## config.mk

```make
export PLATFORM = sky130hd
export DESIGN_NAME = request_queue_random_drop
export DESIGN_NICKNAME = d
export VERILOG_FILES = /design/src/rtl/rqrd_pkg.sv /design/src/rtl/rqrd_cell.sv /design/src/rtl/rqrd_divider.sv /design/src/rtl/request_queue_random_drop.sv
export VERILOG_INCLUDE_DIRS = /design/src /design/src/rtl
export SDC_FILE = /design/constraint.sdc
export NUM_CORES = 2
export LEC_CHECK = 0
export BUFFER_PORTS_ARGS = -buffer_cell sky130_fd_sc_hd__buf_2
export CORE_ASPECT_RATIO = 1.5
export CORE_MARGIN = 5
export CORE_UTILIZATION = 35
export CTS_BUF_LIST = sky130_fd_sc_hd__clkbuf_2 sky130_fd_sc_hd__clkbuf_4 sky130_fd_sc_hd__clkbuf_8
export DETAILED_ROUTE_END_ITERATION = 16
export PLACE_DENSITY = 0.56
export SETUP_SLACK_MARGIN = 0.5
export SLEW_MARGIN = 5
export SYNTH_ARGS = -nofsm -noshare
export SYNTH_HDL_FRONTEND = slang
export SYNTH_SLANG_ARGS = --single-unit
```

## constraint.sdc

```tcl
create_clock -name clk -period 9.6 [get_ports clk]
set_input_delay 0 -clock clk [delete_from_list [all_inputs] [get_ports clk]]
set_output_delay 0 -clock clk [all_outputs]
set_load 0.1 [all_outputs]
```

## src/rtl/request_queue_random_drop_defines.svh

```systemverilog
// Assertion macros used by the request queue top level.
`ifndef REQUEST_QUEUE_RANDOM_DROP_DEFINES_SVH
`define REQUEST_QUEUE_RANDOM_DROP_DEFINES_SVH

// Condition must hold at every clock edge outside reset.
`define RQRD_ASSERT_ALWAYS(label, cond, msg) \
	label: assert property (@(posedge clk) disable iff (!arst_n) (cond)) else $error(msg);

// Consequent must hold in the cycle after the antecedent.
`define RQRD_ASSERT_NEXT(label, ante, cons, msg) \
	label: assert property (@(posedge clk) disable iff (!arst_n) (ante) |=> (cons)) \
		else $error(msg);

// Consequent must hold in the same cycle as the antecedent.
`define RQRD_ASSERT_SAME(label, ante, cons, msg) \
	label: assert property (@(posedge clk) disable iff (!arst_n) (ante) |-> (cons)) \
		else $error(msg);

`endif

```

## src/rtl/rqrd_pkg.sv

```systemverilog
// Shared constants, codes and types of the request queue.
`default_nettype none
package rqrd_pkg;
	localparam int DEPTH  = 64;
	localparam int CNT_W  = $clog2(DEPTH + 1);
	localparam int IDX_W  = $clog2(DEPTH);
	localparam int CONN_W = 16;
	localparam int TIME_W = 48;
	localparam int RAND_W = 16;
	localparam int OCC_W  = 7;
	localparam int CMD_W  = 2;
	localparam int STAT_W = 2;

	localparam logic [CMD_W-1:0] CMD_PUSH   = 2'd0;
	localparam logic [CMD_W-1:0] CMD_DROP   = 2'd1;
	localparam logic [CMD_W-1:0] CMD_RANDOM = 2'd2;

	localparam logic [STAT_W-1:0] ST_DONE  = 2'd0;
	localparam logic [STAT_W-1:0] ST_FULL  = 2'd1;
	localparam logic [STAT_W-1:0] ST_EMPTY = 2'd2;

	// Per-cell update control
	typedef struct packed {
		logic load;   // take the pushed entry
		logic shift;  // take the neighbor's entry (close a gap)
	} cell_ctl_t;
endpackage
`default_nettype wire

```

## src/rtl/rqrd_cell.sv

```systemverilog
// One queue slot: holds an entry, loads a new one or takes its newer neighbor's.
`default_nettype none
module rqrd_cell (
	input  wire logic                       clk,
	input  wire rqrd_pkg::cell_ctl_t        ctl,
	input  wire logic [rqrd_pkg::CONN_W-1:0] new_conn,
	input  wire logic [rqrd_pkg::TIME_W-1:0] new_time,
	input  wire logic [rqrd_pkg::CONN_W-1:0] nbr_conn,
	input  wire logic [rqrd_pkg::TIME_W-1:0] nbr_time,
	output logic      [rqrd_pkg::CONN_W-1:0] conn,
	output logic      [rqrd_pkg::TIME_W-1:0] arr_time
);
	import rqrd_pkg::*;

	logic [CONN_W-1:0] conn_q;
	logic [TIME_W-1:0] time_q;

	// Payload only, no reset needed
	always_ff @(posedge clk) begin
		if (ctl.load) begin
			conn_q <= new_conn;
			time_q <= new_time;
		end else if (ctl.shift) begin
			conn_q <= nbr_conn;
			time_q <= nbr_time;
		end
	end

	assign conn     = conn_q;
	assign arr_time = time_q;
endmodule
`default_nettype wire

```

## src/rtl/rqrd_divider.sv

```systemverilog
// Serial restoring remainder unit: one dividend bit per cycle.
`default_nettype none
module rqrd_divider (
	input  wire logic                        clk,
	input  wire logic                        arst_n,
	input  wire logic                        start,
	input  wire logic [rqrd_pkg::RAND_W-1:0] dividend,
	input  wire logic [rqrd_pkg::CNT_W-1:0]  divisor,
	output logic                             done,
	output logic      [rqrd_pkg::CNT_W-1:0]  rem
);
	import rqrd_pkg::*;

	localparam int STEP_W = $clog2(RAND_W + 1);

	logic              run_q;
	logic              done_q;
	logic [STEP_W-1:0] step_q;
	logic [RAND_W-1:0] dvd_q;
	logic [CNT_W-1:0]  dsr_q;
	logic [CNT_W-1:0]  rem_q;
	logic [CNT_W:0]    trial;
	logic [CNT_W-1:0]  rem_nxt;

	// Shift in next dividend bit, subtract when it fits
	always_comb begin
		trial = {rem_q, dvd_q[RAND_W-1]};
		if (trial >= {1'b0, dsr_q})
			rem_nxt = CNT_W'(trial - {1'b0, dsr_q});
		else
			rem_nxt = trial[CNT_W-1:0];
	end

	// Step control
	always_ff @(posedge clk or negedge arst_n) begin
		if (!arst_n) begin
			run_q  <= 1'b0;
			done_q <= 1'b0;
			step_q <= '0;
		end else begin
			done_q <= 1'b0;
			if (start) begin
				run_q  <= 1'b1;
				step_q <= STEP_W'(RAND_W);
			end else if (run_q) begin
				step_q <= step_q - 1'b1;
				if (step_q == STEP_W'(1)) begin
					run_q  <= 1'b0;
					done_q <= 1'b1;
				end
			end
		end
	end

	// Datapath
	always_ff @(posedge clk) begin
		if (start) begin
			dvd_q <= dividend;
			dsr_q <= divisor;
			rem_q <= '0;
		end else if (run_q) begin
			dvd_q <= {dvd_q[RAND_W-2:0], 1'b0};
			rem_q <= rem_nxt;
		end
	end

	assign done = done_q;
	assign rem  = rem_q;
endmodule
`default_nettype wire

```

## src/rtl/request_queue_random_drop.sv

```systemverilog
// Bounded request queue with push, drop-oldest and random removal.
// A command steps through the position, two selection-tree and apply states to done; a random
// removal with two or more entries first waits on the serial 16-bit remainder unit.
// busy stays high until the done cycle ends, so one command is in flight at a time.
// The result is shown for the single done cycle and the receiver cannot stall it.
// Reset clears the entry count and control; slot contents are not reset.
`default_nettype none
`include "request_queue_random_drop_defines.svh"
module request_queue_random_drop (
	input  wire logic                        clk,
	input  wire logic                        arst_n,
	input  wire logic                        start,
	output logic                             busy,
	input  wire logic [rqrd_pkg::CMD_W-1:0]  cmd,
	input  wire logic [rqrd_pkg::CONN_W-1:0] conn_id,
	input  wire logic [rqrd_pkg::TIME_W-1:0] arrival_time,
	input  wire logic [rqrd_pkg::RAND_W-1:0] rand_value,
	output logic                             done,
	output logic      [rqrd_pkg::STAT_W-1:0] status,
	output logic      [rqrd_pkg::CONN_W-1:0] removed_conn,
	output logic                             oldest_valid,
	output logic      [rqrd_pkg::CONN_W-1:0] oldest_conn,
	output logic      [rqrd_pkg::TIME_W-1:0] oldest_time,
	output logic      [rqrd_pkg::OCC_W-1:0]  occupancy
);
	import rqrd_pkg::*;

	localparam int GRP  = 8;
	localparam int NGRP = (DEPTH + GRP - 1) / GRP;

	localparam logic [2:0] S_IDLE  = 3'd0;
	localparam logic [2:0] S_DIV   = 3'd1;
	localparam logic [2:0] S_POS   = 3'd2;
	localparam logic [2:0] S_TREE1 = 3'd3;
	localparam logic [2:0] S_TREE2 = 3'd4;
	localparam logic [2:0] S_APPLY = 3'd5;
	localparam logic [2:0] S_OUT   = 3'd6;

	logic [2:0]        state_q;
	logic [CNT_W-1:0]  count_q;
	logic [CMD_W-1:0]  cmd_q;
	logic [CONN_W-1:0] conn_q;
	logic [TIME_W-1:0] time_q;
	logic [CNT_W-1:0]  idx_q;
	logic [IDX_W-1:0]  pos_q;
	logic [CONN_W-1:0] grp_q [NGRP];
	logic [CONN_W-1:0] removed_q;
	logic [STAT_W-1:0] status_q;

	logic              accept;
	logic              div_start;
	logic              div_done;
	logic [CNT_W-1:0]  div_rem;
	logic [CNT_W-1:0]  pos_full;
	logic              q_empty;
	logic              q_full;
	logic              push_en;
	logic              rm_en;
	logic [CONN_W-1:0] grp_or;
	logic [CONN_W-1:0] grp_d [NGRP];

	cell_ctl_t         ctl      [DEPTH];
	logic [CONN_W-1:0] cell_conn[DEPTH];
	logic [TIME_W-1:0] cell_time[DEPTH];
	logic [CONN_W-1:0] sel_conn [NGRP*GRP];

	assign accept    = start && !busy;
	assign q_empty   = (count_q == '0);
	assign q_full    = (count_q == CNT_W'(DEPTH));
	assign div_start = accept && (cmd == CMD_RANDOM) && (count_q > CNT_W'(1));
	// Drop-oldest closes the gap at slot 0; random removal counts back from the newest
	assign pos_full  = (q_empty || cmd_q == CMD_DROP) ? '0 :
	                   CNT_W'(count_q - CNT_W'(1) - idx_q);

	// Queue updates happen in the apply cycle only
	assign push_en = (state_q == S_APPLY) && (cmd_q == CMD_PUSH) && !q_full;
	assign rm_en   = (state_q == S_APPLY) && !q_empty &&
	                 ((cmd_q == CMD_DROP) || (cmd_q == CMD_RANDOM));

	rqrd_divider u_div (
		.clk      (clk),
		.arst_n   (arst_n),
		.start    (div_start),
		.dividend (rand_value),
		.divisor  (CNT_W'(count_q - CNT_W'(1))),
		.done     (div_done),
		.rem      (div_rem)
	);

	// Row of slots, slot 0 oldest; each takes from its newer neighbor on removal
	for (genvar i = 0; i < DEPTH; i++) begin : g_cell
		assign ctl[i].load  = push_en && (count_q == CNT_W'(i));
		assign ctl[i].shift = rm_en && (pos_q <= IDX_W'(i)) && (i < DEPTH - 1);
		if (i < DEPTH - 1) begin : g_mid
			rqrd_cell u_cell (
				.clk      (clk),
				.ctl      (ctl[i]),
				.new_conn (conn_q),
				.new_time (time_q),
				.nbr_conn (cell_conn[i+1]),
				.nbr_time (cell_time[i+1]),
				.conn     (cell_conn[i]),
				.arr_time (cell_time[i])
			);
		end else begin : g_last
			rqrd_cell u_cell (
				.clk      (clk),
				.ctl      (ctl[i]),
				.new_conn (conn_q),
				.new_time (time_q),
				.nbr_conn (cell_conn[i]),
				.nbr_time (cell_time[i]),
				.conn     (cell_conn[i]),
				.arr_time (cell_time[i])
			);
		end
		assign sel_conn[i] = (pos_q == IDX_W'(i)) ? cell_conn[i] : '0;
	end
	for (genvar i = DEPTH; i < NGRP*GRP; i++) begin : g_pad
		assign sel_conn[i] = '0;
	end

	// Final level of the selection tree
	always_comb begin
		grp_or = '0;
		for (int g = 0; g < NGRP; g++)
			grp_or = grp_or | grp_q[g];
	end

	// One OR per group of slots
	always_comb begin
		for (int g = 0; g < NGRP; g++) begin
			grp_d[g] = '0;
			for (int k = 0; k < GRP; k++)
				grp_d[g] = grp_d[g] | sel_conn[g*GRP+k];
		end
	end

	// First level of the selection tree
	always_ff @(posedge clk) begin
		if (state_q == S_TREE1) begin
			for (int g = 0; g < NGRP; g++)
				grp_q[g] <= grp_d[g];
		end
	end

	// Command capture and result payload
	always_ff @(posedge clk) begin
		if (accept) begin
			cmd_q  <= cmd;
			conn_q <= conn_id;
			time_q <= arrival_time;
		end
		if (state_q == S_POS)
			pos_q <= pos_full[IDX_W-1:0];
		if (state_q == S_TREE2)
			removed_q <= (cmd_q == CMD_RANDOM && !q_empty) ? grp_or : '0;
		if (state_q == S_APPLY) begin
			if (cmd_q == CMD_PUSH && q_full)
				status_q <= ST_FULL;
			else if ((cmd_q == CMD_DROP || cmd_q == CMD_RANDOM) && q_empty)
				status_q <= ST_EMPTY;
			else
				status_q <= ST_DONE;
		end
	end

	// Sequencer and entry count
	always_ff @(posedge clk or negedge arst_n) begin
		if (!arst_n) begin
			state_q <= S_IDLE;
			count_q <= '0;
			idx_q   <= '0;
		end else begin
			case (state_q)
				S_IDLE: begin
					if (accept) begin
						idx_q   <= '0;
						state_q <= div_start ? S_DIV : S_POS;
					end
				end
				S_DIV: begin
					if (div_done) begin
						idx_q   <= div_rem;
						state_q <= S_POS;
					end
				end
				S_POS:   state_q <= S_TREE1;
				S_TREE1: state_q <= S_TREE2;
				S_TREE2: state_q <= S_APPLY;
				S_APPLY: begin
					if (push_en)
						count_q <= count_q + CNT_W'(1);
					else if (rm_en)
						count_q <= count_q - CNT_W'(1);
					state_q <= S_OUT;
				end
				S_OUT:   state_q <= S_IDLE;
				default: state_q <= S_IDLE;
			endcase
		end
	end

	assign busy         = (state_q != S_IDLE);
	assign done         = (state_q == S_OUT);
	assign status       = status_q;
	assign removed_conn = removed_q;
	assign oldest_valid = !q_empty;
	assign oldest_conn  = q_empty ? '0 : cell_conn[0];
	assign oldest_time  = q_empty ? '0 : cell_time[0];
	assign occupancy    = OCC_W'(count_q);

	`RQRD_ASSERT_ALWAYS(a_count_bound, count_q <= CNT_W'(DEPTH), "entry count above depth")
	`RQRD_ASSERT_NEXT(a_done_frees, done, !busy, "busy still high after done")
	`RQRD_ASSERT_SAME(a_full_flag, done && status == ST_FULL, q_full,
		"full flag with room left")
	`RQRD_ASSERT_SAME(a_empty_flag, done && status == ST_EMPTY, q_empty && removed_conn == '0,
		"empty flag on a non-empty queue")
endmodule
`default_nettype wire
```

---- Yosys cells after proc, flatten, opt, wreduce, memory -nomap -nowiden ----
Memory sizes are Yosys's and may differ from the RTL's.
Index checks and enable logic that the tools add are counted.
cells by class
  reductions and logical operators ........ 216
  order comparisons ....................... 65
  add/subtract/negate cells ............... 5
  mux-type cells .......................... 341
  bitwise gates (word level) .............. 63
  equality and inequality tests ........... 139
operators with widths
  kind                                                                   count
  48-bit two-way mux                                                     127
  16-bit two-way mux                                                     193
  16-bit OR                                                              63
  7-bit by 6-bit == test with 1-bit output, second input constant        32
  6-bit == test, second input constant                                   32
  6-bit <= comparator, second input constant                             31
  1-bit logical AND                                                      137
  2-bit nonzero test                                                     66
  7-bit by 5-bit == test with 1-bit output, second input constant        16
  6-bit by 5-bit == test with 1-bit output, second input constant        16
  6-bit by 5-bit <= comparator with 1-bit output, second input constant  16
  7-bit by 4-bit == test with 1-bit output, second input constant        8
  6-bit by 4-bit == test with 1-bit output, second input constant        8
  6-bit by 4-bit <= comparator with 1-bit output, second input constant  8
  7-bit by 3-bit == test with 1-bit output, second input constant        4
  6-bit by 3-bit == test with 1-bit output, second input constant        4
  6-bit by 3-bit <= comparator with 1-bit output, second input constant  4
  7-bit two-way mux                                                      3
  3-bit one-hot mux with 6 select lines                                  1
  7-bit by 2-bit == test with 1-bit output, second input constant        2
  6-bit by 2-bit == test with 1-bit output, second input constant        2
  6-bit by 1-bit <= comparator with 1-bit output, second input constant  2
  6-bit by 2-bit <= comparator with 1-bit output, second input constant  2
  6-bit two-way mux                                                      2
  other kinds (32)                                                       50
word-level totals
  memories kept ........................... 1
  register bits after elaboration ......... 4239
  bits of input ports ..................... 85
  memory bits (writable) .................. 128
  output and inout port bits .............. 92
  word-level logic and storage cells ...... 973
memory list
  name   words  bits a word  rd ports  clocked after memory_dff  write ports  line                             RTL
  grp_q  8      16           8         0                         8            request_queue_random_drop.sv:46  logic [CONN_W-1:0] grp_q [NGRP];

---- Logic depth before layout (Yosys ltp) ----
  word-level depth ........................ 9
  gate-level depth with buffers ........... 10
  mapped depth without buffers ............ 9

---- Hierarchy ----
A second synthesis with hierarchy kept.
unflattened totals
  cell total of the unflattened synthesis .. 10406
  area, all modules ....................... 203000.9 sq um
by module, submodules not included
  module                     area each (sq um)  cells an instance  sequential area each (sq um)  instances
  rqrd_cell                  2905.3             136                1921.8                        64
  request_queue_random_drop  15122.0            1542               6946.7                        1
  rqrd_divider               1940.6             160                1006.0                        1

---- Worst setup path after synthesis ----
No wires, ideal clock.
  path type ............................... register to register
  start ................................... reg count_q[0], in the netlist occupancy[0]
  end ..................................... reg g_cell[4].g_mid.u_cell.time_q[0], enable pin
  clock period less this slack ............ 7.898 ns
  arrival ................................. 7.314 ns
  library setup time ...................... 0.584 ns
  path buffers ............................ 1
  slack ................................... 1.702 ns
  stages on the path, launching flop included .. 8
  required time ........................... 9.016 ns
  path through ............................ dfrtp_1 > inv_1 > ha_1 > or3b_1 > o21ai_0 > or3_1 > clkbuf_1 > o32ai_1
on the way
  longest elaborated chain between the ends .. 6
  elaborated cells on any way between the ends .. 11
  those cells by class .................... eq/ne: 2; reduce/logical: 9
RTL lines
  item                                   line                              RTL
  start, declared                        request_queue_random_drop.sv:40   logic [CNT_W-1:0] count_q;
  start signal, assigned                 request_queue_random_drop.sv:193  count_q <= count_q + CNT_W'(1);
  start signal, assigned                 request_queue_random_drop.sv:195  count_q <= count_q - CNT_W'(1);
  7-bit logical NOT                      request_queue_random_drop.sv:68   assign q_empty = (count_q == '0);
  1-bit logical NOT                      request_queue_random_drop.sv:77   assign rm_en = (state_q == S_APPLY) && !q_empty &&
  1-bit logical AND (2 in series)        request_queue_random_drop.sv:77
  1-bit logical AND                      request_queue_random_drop.sv:93   assign ctl[i].shift = rm_en && (pos_q <= IDX_W'(i)) && (i < DEPTH - 1);
  2-bit nonzero test (no source line) *  n/a
  end signal, assigned                   rqrd_cell.sv:22                   time_q <= new_time;
  end signal, assigned                   rqrd_cell.sv:25                   time_q <= nbr_time;
  end, declared                          rqrd_cell.sv:16                   logic [TIME_W-1:0] time_q;
Mark *: on every way between the ends. The rest lies on a longest branch, timed or not.
A chain may end at the register's enable or synchronous reset.

---- Worst setup path after layout ----
  start ................................... reg count_q[0], in the netlist occupancy[0]
  end ..................................... reg g_cell[40].g_mid.u_cell.time_q[13], enable pin
on the way
  longest elaborated chain between the ends .. 6
  elaborated cells on any way between the ends .. 11
  those cells by class .................... eq/ne: 2; reduce/logical: 9
RTL lines
  item                                   line
  7-bit logical NOT                      request_queue_random_drop.sv:68
  1-bit logical NOT                      request_queue_random_drop.sv:77
  1-bit logical AND (2 in series)        request_queue_random_drop.sv:77
  1-bit logical AND                      request_queue_random_drop.sv:93
  2-bit nonzero test (no source line) *  n/a
  end signal, assigned                   rqrd_cell.sv:22
  end signal, assigned                   rqrd_cell.sv:25
  end, declared                          rqrd_cell.sv:16
Marked as above.

==> results.ini <==
[route]
avgViaCountPerCell=5.343
vias=102504
first_iter_violations=9585
ant_nets=0
first_pass_iters=6
wirelength_um=597800
drc=0
wl_per_cell_um=31.16

[floorplanning]
floorplan.rows=332
die_w_um=612.9
start_util=0.3506
die_h_um=914.3
pin_count=177
dieArea_um2=560300
fp.coreArea_um2=544200

[clock_network]
clock_latency_ns=1.31
post_cts_resized=0
cts_tree=yes
cts_setup_buffers=0
max-clock-path-buffers=4
root_buffer=clkbuf_8
numClockSinks=4367
numCtsBuffers=700
clk_pin_slew_ns=0.06
cts_hold_buf=250
h-tree-depth=6

[sta]
fin_crit_ns=5.239
slew_headroom=0.04475
grt_setup_unrepaired=no
whs_ns=0.1685
max_freq_ghz=0.1909
finalHoldViolations=0
slew_viol_final=0
fin_setup_tns_ns=0
fin_worst_skew_ns=0.09956
setup_viol=0
worstMarginPinSlew_ns=1.422
fin_crit_sh=0.5457

[pwr]
seq_power_share=0.514
powerDensity_nw_per_um2=211.6
combPwrFrac=0.136
power_frac_clock=0.350
leakagePower_nw=67.65
vdd_drop_max_uv=151.9
switching_share=0.2889
p_switching_mw=13.18
internal_power_mw=32.44

[place]
placement.cell_area_um2=198700
place_inst=17377
dp_hpwl_um=379800
portBuffers=176
gp_congestion=0.9050

[yosys]
synth.avg_cell_area_um2=17.86
yosysSeqAreaShare=0.6863
ys_types=72
ys_seq_elements=4367
ys_top_cells_by_area=edfxtp_1 68%, mux2_2 23%, a22oi_1 1.7%
syn_nets=10791
ys.flop_type=edfxtp_1
mappedNetlistArea_um2=190800
synth-edff-count=4337
synth.top_cell.area_share=0.6825
synthesis.instances=10682
postSynth.asyncResetShare=0.005267
synth_largest_area_cell=edfxtp_1
ys.warnings.count=0

[global_routing]
grtUsageTotal=0.2067
grt_pass1_wl_um=834000
grt_pass1_vias=108544
overflow=0
grt_max_degree=69
antenna_found_initial=119

[setup_path]
cp-end-kind=flip-flop
cpLargestDelayFamily=buffers and inverters
critPathLaunchType=flip-flop
cp_slowest_cell=o22ai_4
cp.arrival_ns=6.10
cp_num_buf_inv=4
critical_path_class=flip-flop to flip-flop
critPathMaxFanout=68
slowest_delay_ns=0.87
worst_ep_required_time_ns=10.46
crit_path_frequent_cell=buf_4
crit_chain=inv_1, ha_1, nor3b_2, nand2_2, buf_4, and2_1, buf_4, nand2_1, o22ai_4, buf_4

[outcome]
status=complete, no violations

[finish]
post-route-util=0.3961
nets=11257
design_area_um2=215600
final-instance-count-excl-fill=19183
drive_gt1_frac=0.4884
fillers=49389
area_growth_pct=12.97

[hold_path]
hold_class=input port to flip-flop

[job]
drv_cap=0

-- flip-flops by register name, indices dropped and copies added (netlist names), 2 cells and up --
| signal | flops |
|---|---|
| u_div.step_q | 5 |
| g_cell.g_last.u_cell.conn | 16 |
| state_q | 3 |
| time_q | 48 |
| idx_q | 6 |
| conn_q | 16 |
| u_div.rem | 7 |
| pos_q | 6 |
| g_cell.g_mid.u_cell.arr_time | 3024 |
| occupancy | 7 |
| g_cell.g_last.u_cell.arr_time | 48 |
| u_div.dvd_q | 16 |
| cmd_q | 2 |
| grp_q | 128 |
| u_div.dsr_q | 7 |
| removed_conn | 16 |
| g_cell.g_mid.u_cell.conn | 1008 |
| status | 2 |
-- cell families (layout without fill, tap and decap cells) --
kind of cell / count (synthesis) / after routing / synth area share
fa+ha+maj: 24 / 24 / 0.001652
flops: 4367 / 4367 / 0.6863
compound gates: 643 / 643 / 0.02473
simple gates: 571 / 571 / 0.01765
buf+inv: 1001 / 2009 / 0.02937
mux: 4056 / 4056 / 0.2393
other cells: 0 / 312 / 0
xor+xnor: 20 / 20 / 0.0009902
-- area by class of cell --
cell class                      instances  area [µm²]  share of cell area
Tap cell                             7181        8985             0.04168
Antenna cell                          312       780.7            0.003622
Timing Repair Buffer                  740        5808             0.02694
Clock inverter                        287        1889            0.008765
Clock buffer                          957       11630             0.05394
Inverter                               25       93.84           0.0004353
Sequential cell                      4367      131000              0.6075
Multi-Input combinational cell       5314       55420              0.2571
-- layer usage --
layer | routed length, µm | track usage | part of all wire
met4 | 49610 | 0.1568 | 0.083
met2 | 306100 | 0.3611 | 0.51
met3 | 31190 | 0.02967 | 0.052
met1 | 210900 | 0.2268 | 0.35
met5 | 46 | 0 | 0.000077
-- final timing paths --
check | end | from | cells past startpoint | slack, ns
max | g_cell[40].g_mid.u_cell.arr_time[13]$_DFFE_PP_ | occupancy[0]$_DFFE_PN0P_ | 10 | 4.36
min | cmd_q[0]$_DFFE_PP_ | cmd[0] | 3 | 0.17
max reg2reg | g_cell[40].g_mid.u_cell.arr_time[13]$_DFFE_PP_ | occupancy[0]$_DFFE_PN0P_ | 10 | 4.36
min reg2reg | g_cell[14].g_mid.u_cell.arr_time[19]$_DFFE_PP_ | g_cell[15].g_mid.u_cell.arr_time[19]$_DFFE_PP_ | 1 | 0.46
max in group asynchronous | idx_q[0]$_DFFE_PN0P_ | arst_n | 5 | 9.05
min in group asynchronous | u_div.done$_DFF_PN0_ | arst_n | 5 | 0.35
-- synthesized netlist by cell type (7+ instances only) --
cell and count:
a211oi_1 8, a21o_1 18, a21oi_1 30, a221oi_1 11, a222oi_1 24, a22o_1 18
a22oi_1 443, and2_1 75, and3_1 9, buf_1 70, buf_2 131, buf_4 68
buf_6 182, clkbuf_1 520, dfrtp_1 23, dfxtp_1 7, edfxtp_1 4337, ha_1 22
inv_1 24, mux2_1 102, mux2_2 3945, mux2i_1 9, nand2_1 65, nand2b_1 9
nand3_1 26, nand4_1 113, nor2_1 118, nor2_2 30, nor2_8 14, nor2b_1 13
nor3_1 12, nor4_1 35, o21ai_0 44, o22ai_1 27, or2_2 8, xnor2_1 10
xor2_1 9
-- per-stage QoR --
| stage | setup WS [ns] | total power [mW] |
|---|---|---|
| 6_report | 4.361 | 45.62 |
| 5_1_grt | 4.242 | 47.15 |
| 4_1_cts | 4.390 | 45.99 |
| 3_5_place_dp | 4.461 | 29.89 |
| 3_3_place_gp | 4.425 | 29.78 |
| 2_1_floorplan | 1.702 | 26.78 |
-- power by group through the flow --
stage	registers [mW]	clock network (mW)	logic, mW
floorplan	23.6	0	3.13
detailed placement	23.8	0	6.04
CTS	23.5	16.3	6.19
global placement	23.8	0	5.96
finish	23.5	16.0	6.18
global route	23.5	17.2	6.42
-- worst register-to-register path: stages, from the launching register on --
cell and delay, ns:
dfrtp_1 0.56, inv_1 0.18, ha_1 0.34, nor3b_2 0.27, nand2_2 0.14, buf_4 0.61, and2_1 0.23, buf_4 0.45
nand2_1 0.32, o22ai_4 0.87, buf_4 0.73
-- placed cells by master (no fill, tap or decap), types with 38 or more instances in the layout --
master,synthesis,final
a22oi_1,443,443
and2_1,75,75
buf_2,131,176
buf_4,68,310
clkbuf_4,0,247
clkbuf_8,0,710
clkinv_1,0,180
clkinv_2,0,38
diode_2,0,312
dlygate4sd3_1,0,249
edfxtp_1,4337,4337
mux2_1,102,102
mux2_2,3945,3945
nand2_1,65,60
nand4_1,113,113
nor2_1,118,65
nor2_2,30,41
nor2_4,5,47
Power figures use the tool's default switching activity.
